===== src/design/b64u_pkg.sv =====
// b64u_pkg: shared types, register indexes and the URL-safe alphabet lookup
// for the base64url stream encoder. No dependencies.
package b64u_pkg;

   localparam logic [7:0] PAD_CHAR = 8'h2E;   // '.'
   localparam int unsigned MAX_CHARS = 4;

   // configuration register indexes
   localparam logic CSR_PADDING_ENABLE = 1'b0;
   localparam logic CSR_OUTPUT_LIMIT   = 1'b1;

   // per-transfer encoding result, step logic -> top level
   typedef struct packed {
      logic [3:0][7:0] chars;          // slot 0 leaves first
      logic [2:0]      count;          // characters kept after the limit, 0..4
      logic [15:0]     first_sent;     // chars_sent value of slot 0
      logic [1:0]      phase;          // next group position
      logic [5:0]      leftover;       // next pending bits
      logic [15:0]     emitted;        // next per-message character count
   } step_result_type;

   // 6-bit index to URL-safe alphabet character
   function automatic logic [7:0] alphabet_char(input logic [5:0] idx);
      logic [7:0] wide;
      wide = {2'b00, idx};
      if (idx < 6'd26)       alphabet_char = 8'(8'd65 + wide);           // A-Z
      else if (idx < 6'd52)  alphabet_char = 8'(8'd97 + wide - 8'd26);   // a-z
      else if (idx < 6'd62)  alphabet_char = 8'(8'd48 + wide - 8'd52);   // 0-9
      else if (idx == 6'd62) alphabet_char = 8'h2D;                      // '-'
      else                   alphabet_char = 8'h5F;                      // '_'
   endfunction

endpackage


===== src/design/b64u_step.sv =====
// b64u_step: combinational encoding of one input byte into up to four
// characters, with flush, padding and limit handling. Uses b64u_pkg.
module b64u_step (
   input  logic [7:0]               data_byte,
   input  logic                     end_of_message,
   input  logic [1:0]               phase,
   input  logic [5:0]               leftover,
   input  logic [15:0]              emitted,
   input  logic                     padding_enable,
   input  logic [15:0]              output_limit,
   output b64u_pkg::step_result_type result
);

   logic [3:0][7:0] chars;
   logic [2:0]      cand;
   logic [1:0]      nphase;
   logic [5:0]      nleft;
   logic [15:0]     avail;
   logic [2:0]      kept;

   always_comb begin
      chars  = {4{b64u_pkg::PAD_CHAR}};
      cand   = 3'd1;
      nphase = 2'd1;
      nleft  = 6'd0;
      case (phase)
         2'd1: begin
            chars[0] = b64u_pkg::alphabet_char(leftover | {2'b00, data_byte[7:4]});
            nleft    = {data_byte[3:0], 2'b00};
            nphase   = 2'd2;
         end
         2'd2: begin
            chars[0] = b64u_pkg::alphabet_char(leftover | {4'b0000, data_byte[7:6]});
            chars[1] = b64u_pkg::alphabet_char(data_byte[5:0]);
            cand     = 3'd2;
            nleft    = 6'd0;
            nphase   = 2'd0;
         end
         default: begin   // group start; the unused code acts the same
            chars[0] = b64u_pkg::alphabet_char(data_byte[7:2]);
            nleft    = {data_byte[1:0], 4'b0000};
            nphase   = 2'd1;
         end
      endcase

      // flush only happens after a one-slot byte, so extras go in slots 1..3
      if (end_of_message && nphase != 2'd0) begin
         chars[1] = b64u_pkg::alphabet_char(nleft);
         if (padding_enable) cand = (nphase == 2'd1) ? 3'd4 : 3'd3;
         else                cand = 3'd2;
      end

      // characters past the limit are tail-dropped
      avail = (emitted < output_limit) ? 16'(output_limit - emitted) : 16'd0;
      kept  = (avail < {13'd0, cand}) ? avail[2:0] : cand;

      result.chars      = chars;
      result.count      = kept;
      result.first_sent = 16'(emitted + 16'd1);
      result.phase      = end_of_message ? 2'd0 : nphase;
      result.leftover   = end_of_message ? 6'd0 : nleft;
      result.emitted    = end_of_message ? 16'd0 : 16'(emitted + {13'd0, kept});
   end

endmodule


===== src/design/base64url_stream_encoder.sv =====
// base64url_stream_encoder: top level; byte stream in, URL-safe base64
// characters out. Uses b64u_pkg and b64u_step.
// Latency: first character of a transfer is presented the cycle after it.
// Throughput: a new input transfer enters when the buffer is empty or as its
//   last character leaves, so the single-character output port sets the pace.
// Reset (synchronous): padding on, limit 65535, encoder state and buffer cleared.
module base64url_stream_encoder (
   input  logic        clock,
   input  logic        reset,
   // input channel
   input  logic        req_valid,
   output logic        req_stall,
   input  logic [7:0]  req_data_byte,
   input  logic        req_end_of_message,
   // result channel
   output logic        rsp_valid,
   input  logic        rsp_stall,
   output logic [7:0]  rsp_out_char,
   output logic        rsp_run_last,
   output logic [15:0] rsp_chars_sent,
   // configuration
   input  logic        csr_write_enable,
   input  logic        csr_index,
   input  logic [15:0] csr_write_data
);

   // configuration registers
   logic        pad_en_ff;
   logic [15:0] limit_ff;

   // encoder state carried between bytes
   logic [1:0]  phase_ff,   phase_in;
   logic [5:0]  left_ff,    left_in;
   logic [15:0] emitted_ff, emitted_in;

   // burst buffer: characters of one transfer, slot 0 is on the port
   logic [3:0][7:0] chars_ff, chars_in;
   logic [2:0]      rem_ff,   rem_in;
   logic [15:0]     sent_ff,  sent_in;

   b64u_pkg::step_result_type step;

   logic take;
   logic last_take;
   logic accept;

   b64u_step u_step (
      .data_byte      (req_data_byte),
      .end_of_message (req_end_of_message),
      .phase          (phase_ff),
      .leftover       (left_ff),
      .emitted        (emitted_ff),
      .padding_enable (pad_en_ff),
      .output_limit   (limit_ff),
      .result         (step)
   );

   // handshakes: a new byte may enter as the last buffered character leaves
   assign rsp_valid = (rem_ff != 3'd0);
   assign take      = rsp_valid && !rsp_stall;
   assign last_take = take && (rem_ff == 3'd1);
   assign req_stall = rsp_valid && !last_take;
   assign accept    = req_valid && !req_stall;

   assign rsp_out_char   = chars_ff[0];
   assign rsp_run_last   = (rem_ff == 3'd1);
   assign rsp_chars_sent = sent_ff;

   always_comb begin
      phase_in   = phase_ff;
      left_in    = left_ff;
      emitted_in = emitted_ff;
      chars_in   = chars_ff;
      rem_in     = rem_ff;
      sent_in    = sent_ff;
      if (take) begin
         chars_in = {8'h00, chars_ff[3:1]};
         rem_in   = 3'(rem_ff - 3'd1);
         sent_in  = 16'(sent_ff + 16'd1);
      end
      if (accept) begin
         phase_in   = step.phase;
         left_in    = step.leftover;
         emitted_in = step.emitted;
         // a transfer with every character dropped leaves the buffer empty
         if (step.count != 3'd0) begin
            chars_in = step.chars;
            rem_in   = step.count;
            sent_in  = step.first_sent;
         end
      end
   end

   always_ff @(posedge clock) begin
      if (reset) begin
         pad_en_ff  <= 1'b1;
         limit_ff   <= 16'hFFFF;
         phase_ff   <= 2'd0;
         left_ff    <= 6'd0;
         emitted_ff <= 16'd0;
         rem_ff     <= 3'd0;
      end else begin
         phase_ff   <= phase_in;
         left_ff    <= left_in;
         emitted_ff <= emitted_in;
         rem_ff     <= rem_in;
         if (csr_write_enable) begin
            unique case (csr_index)
               b64u_pkg::CSR_PADDING_ENABLE: pad_en_ff <= csr_write_data[0];
               b64u_pkg::CSR_OUTPUT_LIMIT:   limit_ff  <= csr_write_data;
               default: ;
            endcase
         end
      end
   end

   // payload, no reset
   always_ff @(posedge clock) begin
      chars_ff <= chars_in;
      sent_ff  <= sent_in;
   end

   // while the buffer holds characters, a transfer only enters as it drains its final one
   a_accept_on_drain: assert property (@(posedge clock) disable iff (reset)
      (accept && rsp_valid) |-> (!rsp_stall && rsp_run_last))
      else $error("input accepted while burst buffer still holds characters");

   // mid-burst characters keep counting up by one
   a_count_steps: assert property (@(posedge clock) disable iff (reset)
      (take && !rsp_run_last) |=> (rsp_valid && rsp_chars_sent == 16'($past(rsp_chars_sent) + 16'd1)))
      else $error("chars_sent did not advance within a burst");

   // burst never exceeds four characters
   a_burst_len: assert property (@(posedge clock) disable iff (reset)
      rem_ff <= 3'(b64u_pkg::MAX_CHARS))
      else $error("burst buffer overfilled");

endmodule


===== config.mk =====
export PLATFORM = sky130hd
export DESIGN_NAME = base64url_stream_encoder
export DESIGN_NICKNAME = d
export VERILOG_FILES = /design/src/design/b64u_pkg.sv /design/src/design/b64u_step.sv /design/src/design/base64url_stream_encoder.sv
export SDC_FILE = /design/constraint.sdc
export NUM_CORES = 1
export LEC_CHECK = 0
export ABC_AREA = 1
export BUFFER_PORTS_ARGS = -buffer_cell sky130_fd_sc_hd__buf_2
export CORE_MARGIN = 10
export CORE_UTILIZATION = 45
export CTS_CLUSTER_DIAMETER = 60
export DETAILED_ROUTE_END_ITERATION = 12
export MAX_ROUTING_LAYER = met4
export SLEW_MARGIN = 20
export SYNTH_ARGS = -nofsm -noshare
export SYNTH_HDL_FRONTEND = slang
export SYNTH_HIERARCHICAL = 1
export SYNTH_SLANG_ARGS = --single-unit

===== constraint.sdc =====
create_clock -name clock -period 4.61 [get_ports clock]
set_input_delay 0.2305 -clock clock [delete_from_list [all_inputs] [get_ports clock]]
set_output_delay 0.2305 -clock clock [all_outputs]
set_load 0.01 [all_outputs]

======== After elaboration in Yosys (flattened, before gate mapping) ========
Cells that the tools add are included.
storage, ports and cells
  flip-flop bits (word level) ............. 92
  output and inout bits ................... 27
  logic and storage cells ................. 126
operators by class
  $add $sub $neg .......................... 30
  $lt $le $gt $ge ......................... 17
  equal/unequal tests ..................... 9
  multiplexer cells ....................... 43
  bitwise gates (word level) .............. 3
  reductions and logical operators ........ 13
operators by type and width
  kind                   count
  $mux 8                 17
  $mux 32                3
  $add 7x6->8 const A    10
  $mux 16                5
  $lt 6x6->1 const B     10
  $sub 8x5->8 const B    5
  $sub 8x6->8 const B    5
  $add 6x6->7 const A    5
  $mux 7                 5
  $add 16x1->16 const B  2
  $eq 6x6->1 const B     5
  $lt 6x5->1 const B     5
  $mux 3                 7
  $add 16x3->16          1
  $lt 16x16->1           1
  $lt 16x3->1            1
  $pmux 8 s2             1
  $sub 16x16->16         1
  $pmux 6 s2             1
  $mux 6                 1
  $or 6x2->6             1
  $or 6x4->6             1
  $reduce_bool 3->1      2
  $logic_and 1x1->1      5
  10 further kinds       15

======== Longest topological paths before layout ========
  depth in word-level cells ............... 11
  gate-level depth with buffers ........... 37

======== By module ========
Netlist, hierarchy kept.
by module, submodules not included
  module                    instances  cells an instance  area an instance (um^2)  sequential area each (um^2)
  base64url_stream_encoder  1          557                4,012.6                  1,841.8
  b64u_step                 1          740                3,973.8                  0.0

======== Worst setup path before layout ========
Ideal clock, no wire load.
  path type ............................... reg2reg
  from .................................... register emitted_ff[11]
  to ...................................... register emitted_ff[14]
  arrival time ............................ 4.206 ns
  setup slack ............................. 0.288 ns
  cell stages (with the launch flop) ...... 34
  path buffers ............................ 1
  period minus slack after synthesis ...... 4.322 ns
  cell sequence ........................... dfxtp_1 -> clkbuf_1 -> inv_1 -> ha_1 -> nand2_2 -> inv_2 -> nand2_2 -> nor3_2 -> nand2_1 -> nand2_2 -> and2_4 -> o21ai_0 -> a21oi_1 -> ha_1 -> a21oi_4 -> nand3_1 -> nand2_1 -> ha_1 -> inv_1 -> fa_1 -> inv_1 -> nand2_1 -> inv_1 -> nor2_1 -> nor2_1 -> nand2_1 -> nor2_2 -> inv_1 -> nor2_1 -> nand4_1 -> o21ai_0 -> a21oi_1 -> o21ai_0 -> nor2_1
RTL lines
  element                 RTL line                         source
  start, declared         base64url_stream_encoder.sv:34   logic [15:0] emitted_ff, emitted_in;
  start signal, assigned  base64url_stream_encoder.sv:105  emitted_ff <= emitted_in;

==> impl_metrics.tcl <==
set metrics [dict create \
    required_ns 4.86 \
    vias 7957 \
    fin_skew_ns 0.007087 \
    nFillCells 1813 \
    max-cap-violations 0 \
    period_minus_slack_ns 4.368 \
    synth_xor_area_share_pct 3.838 \
    clock_latency_ns 0.35 \
    crit_top_cell "nand2_2" \
    grt_pass1_wl_um 35360 \
    cp.arrival_ns 4.61 \
    wl_per_cell_um 13.64 \
    status "complete, no violations" \
    synth.distinct_cells 58 \
    drtPass1Iterations 5 \
    routabilityCongestion 0.9341 \
    drive_gt1_share_pct 14.39 \
    yosysWarnings 6 \
    period_share_pct 94.74 \
    hold_path_end "limit_ff[4]$_SDFFE_PP1P_" \
    async_reset_ff_share_pct 0 \
    grt_pass1_vias 7174 \
    antenna_cells 0 \
    rr_worst_depth 36 \
    synth_compound_area_share_pct 16.04 \
    die_area_mm2 0.02348 \
    grt_util_all_layers_pct 18.06 \
    slew_viol_final 0 \
    r2r_slack_ns 0.24 \
    vdd_drop_max_mv 0.3492 \
    ant_nets 0 \
    die_w_um 153.2 \
    cp-start-kind "flip-flop" \
    yosysSeqAreaShare_pct 23.06 \
    htreeDepth 3 \
    cp_slowest_cell "fa_2" \
    synthSimpleGateAreaFrac_pct 35.05 \
    pin_count 58 \
    crit_family "simple AND/OR/NAND/NOR gates" \
    fp.dieH_um 153.2 \
    clock.fmax_mhz 229.0 \
    ys_ff_latch 92 \
    cts.clk_slew.worst_paths_ns 0.07 \
    drc 0 \
    worst_slew_pin_slew_ns 0.7593 \
    synthAdderAreaFrac_pct 8.491 \
    place_hpwl_um 16440 \
    synth-edff-count 0 \
    powerDensity_mw_per_mm2 592.9 \
    crit_type "flip-flop to flip-flop" \
    cp-end-kind "flip-flop" \
    cts_tree "built" \
    total_power_uw 5254 \
    wl_um 21550 \
    slowest_delay_ns 0.40 \
    area_growth_pct 10.95 \
    muxShareOfSynthArea_pct 0 \
    rows 48 \
    setup_viol 0 \
    clockBufferDepth 2 \
    rsz0062_at_grt "yes" \
    syn_area_per_cell_um2 6.158 \
    holdPathStages 3 \
    numCtsBuffers 9 \
    antenna_found_initial 0 \
    hold_class "primary input to flip-flop" \
    fin_setup_tns_ns 0 \
    path_buf_inv 7 \
    drt-vias-per-instance 5.036 \
    fin_nets 1434 \
    cts.sinks 92 \
    synth_cells 1297 \
    initial_core_util_pct 46.01 \
    synth_top_family_by_area "simple AND/OR/NAND/NOR gates" \
    root_buffer "clkbuf_16" \
    core-area_mm2 0.01736 \
    portBuffers 57 \
    slew_headroom_pct 49.20 \
    hold_viol_final 0 \
    worstHoldStart "csr_write_data[4]" \
    worst-path-max-fanout 5 \
    cp-startpoint "limit_ff[0]$_SDFFE_PP1P_" \
    worstReg2RegEnd "emitted_ff[14]$_SDFFE_PP0N_" \
    syn_area_mm2 0.007986 \
    power_leakage_uw 0.004272 \
    grt_overflow_total 0 \
    drtIter0Drc 498 \
    timing.rr.start "limit_ff[0]$_SDFFE_PP1P_" \
    yosys_most_used_dff "dfxtp_1" \
    grt_max_degree 48 \
]
==> tightest hold or removal path, stage by stage <==
cell and delay [ns]:
buf_2 0.08, nand2_1 0.04, nand3_1 0.05
==> cell usage in the layout, fill, tap and decap left out, types with 8 or more instances in the layout <==
master,netlist,routed
buf_4,26,32
nand3_1,75,73
o21ai_1,5,8
nor3_1,23,22
buf_2,11,57
o21ai_0,98,95
nor2_1,151,148
xnor2_1,8,8
nor2_2,10,12
clkbuf_16,0,9
nand2_2,26,31
a21oi_1,60,59
dfxtp_1,92,89
conb_1,2,18
nand2_1,336,331
nand4_1,10,10
xor2_1,27,27
ha_1,51,44
inv_1,169,165
a31oi_1,11,11
o31ai_1,9,9
inv_2,7,11
==> Yosys cell counts, types with 3 or more instances <==
library cell	count	share of area [%]
nor2_4	3	0.42
nand4_1	10	0.78
nor3_1	23	1.4
nor2_1	151	7.1
o31ai_1	9	0.85
xnor2_1	8	0.88
buf_4	26	2.4
inv_2	7	0.33
buf_2	11	0.69
o22ai_1	5	0.39
nand3_1	75	4.7
nand3b_1	6	0.56
clkbuf_1	17	0.80
buf_6	6	0.85
o221ai_1	5	0.55
nor2_2	10	0.78
o2111ai_1	3	0.33
o21ai_0	98	6.1
a31oi_1	11	0.86
nand2_2	26	2.0
o211ai_1	6	0.56
nand2_1	336	16
o21ai_1	5	0.31
xor2_1	27	3.0
inv_1	169	7.9
ha_1	51	8.0
dfxtp_1	92	23
a21oi_1	60	3.8
==> per-layer routing <==
layer  part of all wire (%)  vias up  global-route usage, %
met3                    4.6       14                  2.357
met1                     53     3538                  26.57
li1                       -     4220                      -
met5                      0        -                      -
met4                   0.92        0                  4.269
met2                     41      185                  25.26
==> registers in the layout (all words and copies together), names as in the netlist <==
register / flops
chars_ff: 24
left_ff: 6
limit_ff: 16
rem_ff: 3
rsp_chars_sent: 16
pad_en_ff: 1
phase_ff: 2
rsp_out_char: 8
emitted_ff: 16
==> where the power goes <==
group          total, uW  internal (uW)  switching (uW)
combinational       3150           1160            1990
sequential          1350           1120             237
clock                755            383             372
==> logic make-up after synthesis <==
| family | count (synthesis) |
|---|---|
| flip-flops | 92 |
| AO/OA/AOI/OAI | 222 |
| other | 2 |
| AND/OR/NAND/NOR | 653 |
| buffers and inverters | 240 |
| XOR/XNOR | 35 |
| adder cells (fa/ha/maj) | 53 |
==> final cells by class <==
type | instances | area [um2] | share of cell area [%]
multi-input combinational | 981 | 5249 | 59.23
sequential | 92 | 1846 | 20.83
inverter | 177 | 665.6 | 7.512
timing repair buffer | 89 | 525.5 | 5.931
tap | 225 | 281.5 | 3.177
clock buffer | 9 | 225.2 | 2.542
clock inverter | 7 | 68.82 | 0.7766
==> repair_timing <==
item | in CTS | in global routing
setup buffers | 0 | 8
gates resized for setup | 0 | 33
endpoints found under the setup margin | 0 | 8
hold buffers | 0 | 0
==> stage by stage <==
step           utilization [%]  cell area, um2  hold WS (ns)  worst slack, ns  instances
2_1_floorplan                -            8046        0.2996           0.2881       1313
3_3_place_gp             48.32            8387        0.4315           0.1439       1556
3_5_place_dp             48.32            8387        0.4337        -0.001789       1556
4_1_cts                  50.01            8681       0.06100         0.005395       1572
5_1_grt                  51.05            8861       0.07209          -0.1072       1580
6_report                 51.05            8861       0.07150           0.2423       1580
==> how the worst max path moves through the flow <==
stage / end / slack, ns / cells after the start
6_report: emitted_ff[14]$_SDFFE_PP0N_ / 0.24 / 36
5_1_grt: emitted_ff[14]$_SDFFE_PP0N_ / -0.11 / 36
4_1_cts: emitted_ff[14]$_SDFFE_PP0N_ / 0.005 / 32
3_5_place_dp: emitted_ff[14]$_SDFFE_PP0N_ / -0.002 / 32
3_3_place_gp: emitted_ff[14]$_SDFFE_PP0N_ / 0.14 / 36
2_1_floorplan: emitted_ff[14]$_SDFFE_PP0N_ / 0.29 / 33
(Power assumes the default switching activity.)
